==> src/sv/i8dq_pkg.sv <==
// ----------------------------------------------------------------------------
// i8dq_pkg
// Shared types and constants for the int8 dot product requantize unit.
// ----------------------------------------------------------------------------
package i8dq_pkg;

  localparam int unsigned LANES     = 4;
  localparam int unsigned LANE_W    = 2;
  localparam int unsigned CNT_W     = 3;
  localparam int unsigned ACC_W     = 32;
  localparam int unsigned CFG_IDX_W = 3;
  localparam int unsigned CFG_DAT_W = 32;

  localparam logic [CFG_IDX_W-1:0] CFG_WEIGHT_ZERO = 3'd0;
  localparam logic [CFG_IDX_W-1:0] CFG_INPUT_ZERO  = 3'd1;
  localparam logic [CFG_IDX_W-1:0] CFG_OUTPUT_ZERO = 3'd2;
  localparam logic [CFG_IDX_W-1:0] CFG_SCALE_MULT  = 3'd3;
  localparam logic [CFG_IDX_W-1:0] CFG_SCALE_SHIFT = 3'd4;

  localparam logic signed [31:0] SCALE_MULT_RESET  = 32'sd1073741824;
  localparam logic signed [5:0]  SCALE_SHIFT_RESET = -6'sd1;

  typedef enum logic [1:0] {
    ST_IDLE,
    ST_MAC,
    ST_MUL,
    ST_FIN
  } state_t;

  typedef struct packed {
    logic              load;
    logic              mac;
    logic [LANE_W-1:0] lane;
    logic              mul;
    logic              fin;
  } i8dq_cmd_t;

  typedef struct packed {
    logic [CNT_W-1:0] n_lanes;
    logic             last;
    logic             out_busy;
  } i8dq_sts_t;

endpackage

==> src/sv/i8dq_ctrl.sv <==
// ----------------------------------------------------------------------------
// i8dq_ctrl
// Sequencer: takes a word, steps the lanes through the shared multiplier,
// then runs the scale multiply and the rounding stage on the last word.
// ----------------------------------------------------------------------------
module i8dq_ctrl import i8dq_pkg::*; (
  input  logic      clk,
  input  logic      rst_n,
  input  logic      in_valid,
  output logic      in_ready,
  input  i8dq_sts_t sts,
  output i8dq_cmd_t cmd
);

  state_t            state_r, state_nxt;
  logic [LANE_W-1:0] cnt_r, cnt_nxt;
  logic [CNT_W-1:0]  cnt_inc;

  assign cnt_inc = {1'b0, cnt_r} + CNT_W'(1);

  always_ff @(posedge clk) begin
    if (!rst_n) begin
      state_r <= ST_IDLE;
      cnt_r   <= '0;
    end else begin
      state_r <= state_nxt;
      cnt_r   <= cnt_nxt;
    end
  end

  always_comb begin
    state_nxt = state_r;
    cnt_nxt   = cnt_r;
    in_ready  = 1'b0;
    cmd       = '0;
    cmd.lane  = cnt_r;
    unique case (state_r)
      ST_IDLE: begin
        in_ready = 1'b1;
        if (in_valid) begin
          cmd.load  = 1'b1;
          cnt_nxt   = '0;
          state_nxt = ST_MAC;
        end
      end
      ST_MAC: begin
        cmd.mac = ({1'b0, cnt_r} < sts.n_lanes);
        if (cnt_inc >= sts.n_lanes) begin
          state_nxt = sts.last ? ST_MUL : ST_IDLE;
        end else begin
          cnt_nxt = cnt_r + LANE_W'(1);
        end
      end
      ST_MUL: begin
        cmd.mul   = 1'b1;
        state_nxt = ST_FIN;
      end
      ST_FIN: begin
        if (!sts.out_busy) begin
          cmd.fin   = 1'b1;
          state_nxt = ST_IDLE;
        end
      end
      default: state_nxt = ST_IDLE;
    endcase
  end

endmodule

==> src/sv/i8dq_datapath.sv <==
// ----------------------------------------------------------------------------
// i8dq_datapath
// Config registers, word holding register, lane multiply-accumulate,
// scale multiply, rounding shift, output zero point and int8 saturation.
// ----------------------------------------------------------------------------
module i8dq_datapath import i8dq_pkg::*; (
  input  logic                  clk,
  input  logic                  rst_n,
  input  logic                  cfg_we,
  input  logic [CFG_IDX_W-1:0]  cfg_index,
  input  logic [CFG_DAT_W-1:0]  cfg_wdata,
  input  logic signed [7:0]     in_weight_lane0,
  input  logic signed [7:0]     in_weight_lane1,
  input  logic signed [7:0]     in_weight_lane2,
  input  logic signed [7:0]     in_weight_lane3,
  input  logic signed [7:0]     in_act_lane0,
  input  logic signed [7:0]     in_act_lane1,
  input  logic signed [7:0]     in_act_lane2,
  input  logic signed [7:0]     in_act_lane3,
  input  logic [2:0]            in_lanes_valid,
  input  logic                  in_last_step,
  output logic                  out_valid,
  input  logic                  out_ready,
  output logic signed [7:0]     out_value,
  input  i8dq_cmd_t             cmd,
  output i8dq_sts_t             sts
);

  logic signed [7:0]  weight_zero_r, input_zero_r, output_zero_r;
  logic signed [31:0] scale_mult_r;
  logic signed [5:0]  scale_shift_r;

  logic signed [7:0]  w_r [LANES];
  logic signed [7:0]  a_r [LANES];
  logic [CNT_W-1:0]   n_r;
  logic               last_r;

  logic [ACC_W-1:0]   acc_r;
  logic signed [63:0] prod_r;
  logic               out_valid_r;
  logic signed [7:0]  out_value_r;

  logic signed [8:0]  w_d, a_d;
  logic signed [17:0] lane_prod;
  logic [CNT_W-1:0]   n_clamp;
  logic [4:0]         shamt;
  logic signed [32:0] hi_ext, rnd, hi_rnd, shifted;
  logic signed [33:0] biased;
  logic signed [7:0]  sat;

  always_ff @(posedge clk) begin
    if (!rst_n) begin
      weight_zero_r <= '0;
      input_zero_r  <= '0;
      output_zero_r <= '0;
      scale_mult_r  <= SCALE_MULT_RESET;
      scale_shift_r <= SCALE_SHIFT_RESET;
    end else if (cfg_we) begin
      unique case (cfg_index)
        CFG_WEIGHT_ZERO: weight_zero_r <= cfg_wdata[7:0];
        CFG_INPUT_ZERO:  input_zero_r  <= cfg_wdata[7:0];
        CFG_OUTPUT_ZERO: output_zero_r <= cfg_wdata[7:0];
        CFG_SCALE_MULT:  scale_mult_r  <= cfg_wdata[31:0];
        CFG_SCALE_SHIFT: scale_shift_r <= cfg_wdata[5:0];
        default: ;
      endcase
    end
  end

  assign n_clamp = (in_lanes_valid > CNT_W'(LANES)) ? CNT_W'(LANES) : in_lanes_valid;

  always_ff @(posedge clk) begin
    if (cmd.load) begin
      w_r[0] <= in_weight_lane0;
      w_r[1] <= in_weight_lane1;
      w_r[2] <= in_weight_lane2;
      w_r[3] <= in_weight_lane3;
      a_r[0] <= in_act_lane0;
      a_r[1] <= in_act_lane1;
      a_r[2] <= in_act_lane2;
      a_r[3] <= in_act_lane3;
      n_r    <= n_clamp;
      last_r <= in_last_step;
    end
  end

  // one lane through the shared multiplier
  always_comb begin
    w_d       = $signed({w_r[cmd.lane][7], w_r[cmd.lane]})
              - $signed({weight_zero_r[7], weight_zero_r});
    a_d       = $signed({a_r[cmd.lane][7], a_r[cmd.lane]})
              - $signed({input_zero_r[7], input_zero_r});
    lane_prod = w_d * a_d;
  end

  always_ff @(posedge clk) begin
    if (!rst_n) begin
      acc_r <= '0;
    end else if (cmd.mul) begin
      acc_r <= '0;
    end else if (cmd.mac) begin
      acc_r <= acc_r + ACC_W'(32'(lane_prod));
    end
  end

  always_ff @(posedge clk) begin
    if (cmd.mul) begin
      prod_r <= $signed(acc_r) * scale_mult_r;
    end
  end

  // rounding right shift by ~scale_shift, modulo 32
  always_comb begin
    shamt   = ~scale_shift_r[4:0];
    hi_ext  = $signed({prod_r[63], prod_r[63:32]});
    rnd     = (shamt == 5'd0) ? 33'sd0 : $signed(33'd1 << (shamt - 5'd1));
    hi_rnd  = hi_ext + rnd;
    shifted = hi_rnd >>> shamt;
    biased  = $signed({shifted[32], shifted}) + 34'(output_zero_r);
    if (biased > 34'sd127) begin
      sat = 8'sd127;
    end else if (biased < -34'sd128) begin
      sat = -8'sd128;
    end else begin
      sat = biased[7:0];
    end
  end

  always_ff @(posedge clk) begin
    if (!rst_n) begin
      out_valid_r <= 1'b0;
    end else if (cmd.fin) begin
      out_valid_r <= 1'b1;
    end else if (out_ready) begin
      out_valid_r <= 1'b0;
    end
  end

  always_ff @(posedge clk) begin
    if (cmd.fin) begin
      out_value_r <= sat;
    end
  end

  assign out_valid    = out_valid_r;
  assign out_value    = out_value_r;
  assign sts.n_lanes  = n_r;
  assign sts.last     = last_r;
  assign sts.out_busy = out_valid_r && !out_ready;

endmodule

==> src/sv/int8_dot_requantize_unit.sv <==
// ----------------------------------------------------------------------------
// int8_dot_requantize_unit
// Streaming int8 dot product with requantization to a saturated int8 result.
//
// Input channel: in_valid/in_ready with up to four weight/activation lanes,
// in_lanes_valid (clamped to four) and in_last_step. Output channel:
// out_valid/out_ready carrying out_value, one word per word marked last.
// Config: cfg_we/cfg_index/cfg_wdata. The user must write the config only
// while the unit is idle; the unit itself does not enforce this.
//
// The valid lanes of a word pass one at a time through the single shared
// lane multiplier; no new word is accepted until the current one is done. A
// last word then goes through the 32x32 scale multiply and the rounding and
// saturation stage. The output register lets the next word be accepted while
// a result waits; a stalled receiver holds only the rounding step of the
// following result. Reset clears the accumulator, the output valid and the
// config registers (multiplier to 2^30, shift to -1, zero points to 0).
// ----------------------------------------------------------------------------
module int8_dot_requantize_unit import i8dq_pkg::*; (
  input  logic                  clk,
  input  logic                  rst_n,
  input  logic                  cfg_we,
  input  logic [CFG_IDX_W-1:0]  cfg_index,
  input  logic [CFG_DAT_W-1:0]  cfg_wdata,
  input  logic                  in_valid,
  output logic                  in_ready,
  input  logic signed [7:0]     in_weight_lane0,
  input  logic signed [7:0]     in_weight_lane1,
  input  logic signed [7:0]     in_weight_lane2,
  input  logic signed [7:0]     in_weight_lane3,
  input  logic signed [7:0]     in_act_lane0,
  input  logic signed [7:0]     in_act_lane1,
  input  logic signed [7:0]     in_act_lane2,
  input  logic signed [7:0]     in_act_lane3,
  input  logic [2:0]            in_lanes_valid,
  input  logic                  in_last_step,
  output logic                  out_valid,
  input  logic                  out_ready,
  output logic signed [7:0]     out_value
);

  i8dq_cmd_t cmd;
  i8dq_sts_t sts;

  i8dq_ctrl u_ctrl (
    .clk      (clk),
    .rst_n    (rst_n),
    .in_valid (in_valid),
    .in_ready (in_ready),
    .sts      (sts),
    .cmd      (cmd)
  );

  i8dq_datapath u_datapath (
    .clk             (clk),
    .rst_n           (rst_n),
    .cfg_we          (cfg_we),
    .cfg_index       (cfg_index),
    .cfg_wdata       (cfg_wdata),
    .in_weight_lane0 (in_weight_lane0),
    .in_weight_lane1 (in_weight_lane1),
    .in_weight_lane2 (in_weight_lane2),
    .in_weight_lane3 (in_weight_lane3),
    .in_act_lane0    (in_act_lane0),
    .in_act_lane1    (in_act_lane1),
    .in_act_lane2    (in_act_lane2),
    .in_act_lane3    (in_act_lane3),
    .in_lanes_valid  (in_lanes_valid),
    .in_last_step    (in_last_step),
    .out_valid       (out_valid),
    .out_ready       (out_ready),
    .out_value       (out_value),
    .cmd             (cmd),
    .sts             (sts)
  );

endmodule
==> config.mk <==
export PLATFORM = sky130hd
export DESIGN_NAME = int8_dot_requantize_unit
export DESIGN_NICKNAME = d
export VERILOG_FILES = /design/src/sv/i8dq_pkg.sv /design/src/sv/i8dq_ctrl.sv /design/src/sv/i8dq_datapath.sv /design/src/sv/int8_dot_requantize_unit.sv
export SDC_FILE = /design/constraint.sdc
export NUM_CORES = 2
export LEC_CHECK = 0
export BUFFER_PORTS_ARGS = -buffer_cell sky130_fd_sc_hd__buf_2
export CAP_MARGIN = 0
export CORE_MARGIN = 2
export CORE_UTILIZATION = 50
export CTS_BUF_LIST = sky130_fd_sc_hd__clkbuf_16
export DETAILED_ROUTE_END_ITERATION = 8
export HOLD_SLACK_MARGIN = 0.02
export PLACE_DENSITY = 0.66
export SYNTH_ARGS = -nofsm -noshare
export SYNTH_HDL_FRONTEND = slang
export SYNTH_SLANG_ARGS = --single-unit
==> constraint.sdc <==
create_clock -name clk -period 22.2 [get_ports clk]
set_input_delay 2.22 -clock clk [delete_from_list [all_inputs] [get_ports clk]]
set_output_delay 2.22 -clock clk [all_outputs]
set_load 0.03 [all_outputs]
# Yosys cells after proc, flatten, opt, wreduce, memory -nomap -nowiden
# Memory sizes are Yosys's and may differ from the RTL's. A register that Yosys moved wholly into a read port is not among the register bits.
# Index checks and enable logic that the tools add are counted.
[totals] reg_bits=174 latchBits=0 ram_bits=64 romBits=0 input_bits=108 out_inout_bits=10 n_memories=2
[classes] add_sub_neg=8 multipliers=2 n_div=0 magnitude_cmp=5 n_eq_ne=11 n_shift=2 mux=25 n_bitwise=2 n_reduce_logical=15
[memory_table] memory="u_datapath.a_r" words=4 width=8 rd=1 rd_ports_with_merged_regs=1 write_ports=4 line_no="i8dq_datapath.sv:34" source="logic signed [7:0] a_r [LANES];"
[memory_table] memory="u_datapath.w_r" words=4 width=8 rd=1 rd_ports_with_merged_regs=1 write_ports=4 line_no="i8dq_datapath.sv:33" source="logic signed [7:0] w_r [LANES];"
[ops] cell="32-bit by 32-bit multiplier with 64-bit output" count=1
[ops] cell="33-bit by 8-bit adder with 34-bit output" count=1
[ops] cell="34-bit by 8-bit greater-than comparator with 1-bit output, second input constant" count=1
[ops] cell="34-bit by 8-bit < comparator with 1-bit output, second input constant" count=1
[ops] cell="32-bit by 33-bit adder with 33-bit output" count=1
[ops] cell="33-bit two-way mux" count=1
[ops] cell="1-bit by 5-bit << shifter with 33-bit output, first input constant" count=1
[ops] cell="33-bit by 5-bit >>> shifter with 33-bit output" count=1
[ops] cell="32-bit adder" count=1
[ops] cell="2-bit two-way mux" count=10
[ops] cell="9-bit by 9-bit multiplier with 18-bit output" count=1
[ops] cell="8-bit by 8-bit subtractor with 9-bit output" count=2
[ops] cell="1-bit two-way mux" count=11
[ops] cell="2-bit AND reduction" count=5
[ops] cell="8-bit two-way mux" count=1
[ops] cell="2-bit case mux with 4 select lines" count=1
[ops] cell="3-bit by 2-bit == test with 1-bit output, second input constant" count=2
[ops] cell="2-bit inequality test, second input constant" count=3
[ops] cell="3-bit AND reduction" count=2
[ops] cell="5-bit logical NOT" count=1
[ops] cell="5-bit NOT" count=1
[ops] cell="5-bit by 1-bit subtractor with 5-bit output, second input constant" count=1
[ops] cell="2-bit == test, second input constant" count=2
[ops] cell="2-bit case mux with 2 select lines" count=1
[ops] cell="16 further kinds" count=17

# Logic depth before layout (Yosys ltp)
[depth] depth_word=9 ltp_mapped=43 depth_no_buf=42

# Cells and area by module
# Synthesis repeated with hierarchy kept, for this count alone.
[hier_totals] hier_cells=5933 area_unflattened_um2=53761.6
[by_module_without_submodules] module="i8dq_datapath" n_inst=1 cells_per_inst=5894 area_each_um2=53416.2
[by_module_without_submodules] module="i8dq_ctrl" n_inst=1 cells_per_inst=39 area_each_um2=345.3

# Worst setup path before layout
# No wires, ideal clock.
[synth_path] kind="reg-to-reg" from="reg (tool-made name)" to="reg u_datapath.acc_r[31]" arrival_ns=10.565 t_required_ns=22.130 path_slack_ns=11.564 stages_incl_launch_ff=38 path_buffers=2 period_less_slack_ns=10.636 path_cell_list="dfxtp_1 -> clkbuf_1 -> buf_1 -> mux4_2 -> fa_1 -> a21o_1 -> a21oi_1 -> o21bai_1 -> a21oi_1 -> nand2b_1 -> a31oi_1 -> or2_2 -> fa_1 -> inv_1 -> fa_1 -> inv_1 -> fa_1 -> inv_1 -> (+2 left out) -> ha_1 -> o21ai_0 -> a21boi_0 -> o21ai_0 -> a21oi_1 -> a41o_1 -> o41a_1 -> xnor2_1 -> ha_1 -> a21o_1 -> a21oi_1 -> nor2b_1 -> a211oi_1 -> o21ai_0 -> a211oi_1 -> xor2_1 -> or3_1 -> a21oi_1"
[synth_rtl] item="end signal, assigned" line_no="i8dq_datapath.sv:102" source="acc_r <= acc_r + ACC_W'(32'(lane_prod));"
[synth_rtl] item="end, declared" line_no="i8dq_datapath.sv:38" source="logic [ACC_W-1:0] acc_r;"

==> results.sh <==
export IMPL_status="completed"
export IMPL_drc_errors=0
export IMPL_path_clk_slew_ns=0.07
export IMPL_first_pass_iters=6
export IMPL_io_pins=118
export IMPL_async_reset_ff_share_pct=0
export IMPL_tightestPinTransition_ns=0.970
export IMPL_cts_resized=0
export IMPL_core_area_mm2=0.107
export IMPL_cap_violations=0
export IMPL_post_cts_buffers=0
export IMPL_grt_max_degree=69
export IMPL_cp_slowest_cell="dfxtp_1"
export IMPL_hold_viol=0
export IMPL_ys_warn_count=0
export IMPL_dieHeight_um=332
export IMPL_tns_ns=0
export IMPL_cellPowerDensity_mw_per_mm2=87.7
export IMPL_crit_type="reg2reg"
export IMPL_portBuffers=117
export IMPL_grt_usage_pct=27.6
export IMPL_grt_pass1_vias=43200
export IMPL_slew_headroom_pct=34.9
export IMPL_dp_cells=7308
export IMPL_critPathArrivalTime_ns=11.36
export IMPL_p_leak_nw=25.5
export IMPL_setup_violations=0
export IMPL_fin_util_pct=52.9
export IMPL_layout_commonest_cell="inv_1"
export IMPL_grtUsageMet2_pct=45.7
export IMPL_synthCells=5981
export IMPL_synth_edf_count=108
export IMPL_yosys_register_bits=208
export IMPL_max_freq_ghz=0.0919
export IMPL_synthesis_nets=7581
export IMPL_ys_flop_type="edfxtp_1"
export IMPL_start_kind="register"
export IMPL_cts_root_buf="clkbuf_16"
export IMPL_clock_skew_ns=0.0138
export IMPL_num_rows=120
export IMPL_critPathMaxFanout=16
export IMPL_final_cell_mix="1315 x inv_1, 1157 x fa_1, 1037 x nand2_1"
export IMPL_finalCriticalPeriod_ns=10.88
export IMPL_cts_buffers=23
export IMPL_area_delta_synth_final_pct=5.05
export IMPL_ir_drop_v=0.000265
export IMPL_busiest_layer="met2"
export IMPL_grtUsageMet3_pct=4.41
export IMPL_antenna_found_initial=2
export IMPL_grt_pass1_wl_um=239000
export IMPL_fin_cells=7351
export IMPL_met1_usage_pct=37.4
export IMPL_drive_gt1_share_pct=5.53
export IMPL_cts_max_path_buffers=3
export IMPL_fin_nets=7530
export IMPL_cts_hold_buf=0
export IMPL_routed_wirelength_um=148000
export IMPL_syn_avg_cell_area_um2=8.98
export IMPL_initial_core_util_pct=50.3
export IMPL_via_count=40700
export IMPL_hpwl_um=111000
export IMPL_synth_seq_area_share_pct=9.76
export IMPL_cts_sinks=208
export IMPL_chipWidth_um=332
export IMPL_critPathRequiredTime_ns=22.68
export IMPL_report_final_slew_viol_count=0
export IMPL_clk_insertion_delay_late_ns=0.56
export IMPL_wire_per_inst_um=20.1
export IMPL_syn_area_mm2=0.0537
export IMPL_hold_path_class="reg2reg"
export IMPL_grt_overflow=0
export IMPL_cts_tree="yes"
export IMPL_yosysUniqueCellTypes=92
export IMPL_post_route_period_util_pct=49.0
export IMPL_vias_per_cell=5.53
export IMPL_routabilityCongestion=0.910
export IMPL_drtIter0Drc=2865
export IMPL_crit_path_end_kind="register"
export IMPL_rsz0062_at_grt="no"
export IMPL_cp_slowest_stage_delay_ns=0.87
export IMPL_h_tree_depth=1
export IMPL_antenna_left=0
export IMPL_dieArea_mm2=0.110
synth_stat cells (6+ instances only):
master	count	area share, %
and2_1	261	3.0
nor2b_1	40	0.47
nand2_1	1037	7.2
a211o_1	10	0.16
and3_1	25	0.29
nand4_1	24	0.28
nand3_1	39	0.36
a21o_1	69	0.96
a21oi_1	183	1.7
xor2_1	51	0.83
a2111oi_0	7	0.11
xnor2_1	110	1.8
mux4_2	34	1.4
o211a_1	6	0.11
nor4_1	13	0.15
o21a_1	32	0.45
dfxtp_1	100	3.7
o31ai_1	14	0.20
inv_1	1311	9.2
or3_1	9	0.10
mux2_2	18	0.38
edfxtp_1	108	6.0
o21bai_1	28	0.39
nor3_1	35	0.33
fa_1	1157	43
o21ai_0	88	0.82
o21ai_1	23	0.21
or2_2	8	0.093
buf_1	11	0.077
clkbuf_1	269	1.9
a211oi_1	32	0.45
o211ai_1	17	0.24
nand2b_1	57	0.66
a31oi_1	23	0.27
ha_1	335	7.8
nor2_1	200	1.4
mux2i_1	35	0.65
a21boi_0	53	0.74
kinds of logic after synthesis:
logic type,synth area share (%)
AND/OR/NAND/NOR,14.9
AO/OA/AOI/OAI,8.19
buffers and inverters,11.1
multiplexers,2.45
adder cells (fa/ha/maj),50.9
XOR/XNOR,2.66
other,0.00698
flip-flops,9.76
area by class of cell:
class | count | area [µm²]
clock inverters | 19 | 173
clock buffers | 23 | 576
fillers | 9795 | 50300
repair buffers | 206 | 1250
flip-flops and latches | 208 | 5250
multi-input cells | 4178 | 42500
diodes | 1 | 2.50
inverters | 1313 | 4930
well taps | 1403 | 1760
sequential cells by signal, indices dropped and copies added, names as in the netlist, 3 cells and up, named ones only:
register and flops:
u_datapath.n_r 3, u_datapath.scale_mult_r 32, u_datapath.weight_zero_r 8, u_datapath.w_r 32, u_datapath.out_value 8, u_datapath.acc_r 32, u_datapath.prod_r 32, u_datapath.output_zero_r 8
u_datapath.scale_shift_r 5, u_datapath.input_zero_r 8, u_datapath.a_r 32
stage by stage:
stage / instance area, µm² / setup WS (ns) / hold WS [ns] / total power [mW]
floorplan: 53700 / 11.56 / 0.443 / 3.64
global placement: 55700 / 11.54 / 0.440 / 4.47
detailed placement: 55700 / 11.49 / 0.449 / 4.52
CTS: 56400 / 11.43 / 0.458 / 4.94
global route: 56400 / 10.59 / 0.485 / 5.48
finish: 56400 / 11.32 / 0.458 / 4.95
power by group:
part | leakage (nW) | total [mW] | internal (mW) | switching (mW)
logic | 23.3 | 4.09 | 1.70 | 2.40
clock network | 0.374 | 0.391 | 0.216 | 0.175
registers | 1.83 | 0.468 | 0.448 | 0.0200
critical path: cells and delay by family (launching register included):
family / cells / cell delay [ns]
XOR/XNOR: 2 / 0.34
flip-flops: 1 / 0.87
AO/OA/AOI/OAI: 17 / 3.90
adder cells (fa/ha/maj): 9 / 3.71
AND/OR/NAND/NOR: 7 / 1.22
multiplexers: 1 / 0.41
buffers and inverters: 6 / 0.33
layer usage:
layer / wire, µm / vias up
li1: - / 18100
met1: 61300 / 20700
met2: 69400 / 1546
met3: 11600 / 338
met4: 5150 / 0
met5: 0 / -
final timing paths:
| check | start | end | slack [ns] | cells after the start |
|---|---|---|---|---|
| worst max register to register | register | u_datapath.acc_r[31] | 11.32 | 42 |
| worst min-delay path | u_datapath.acc_r[18] | u_datapath.acc_r[18] | 0.46 | 2 |
| worst max-delay path | register | u_datapath.acc_r[31] | 11.32 | 42 |
| worst min register to register | u_datapath.acc_r[18] | u_datapath.acc_r[18] | 0.46 | 2 |
Power figures use the tool's default switching activity.
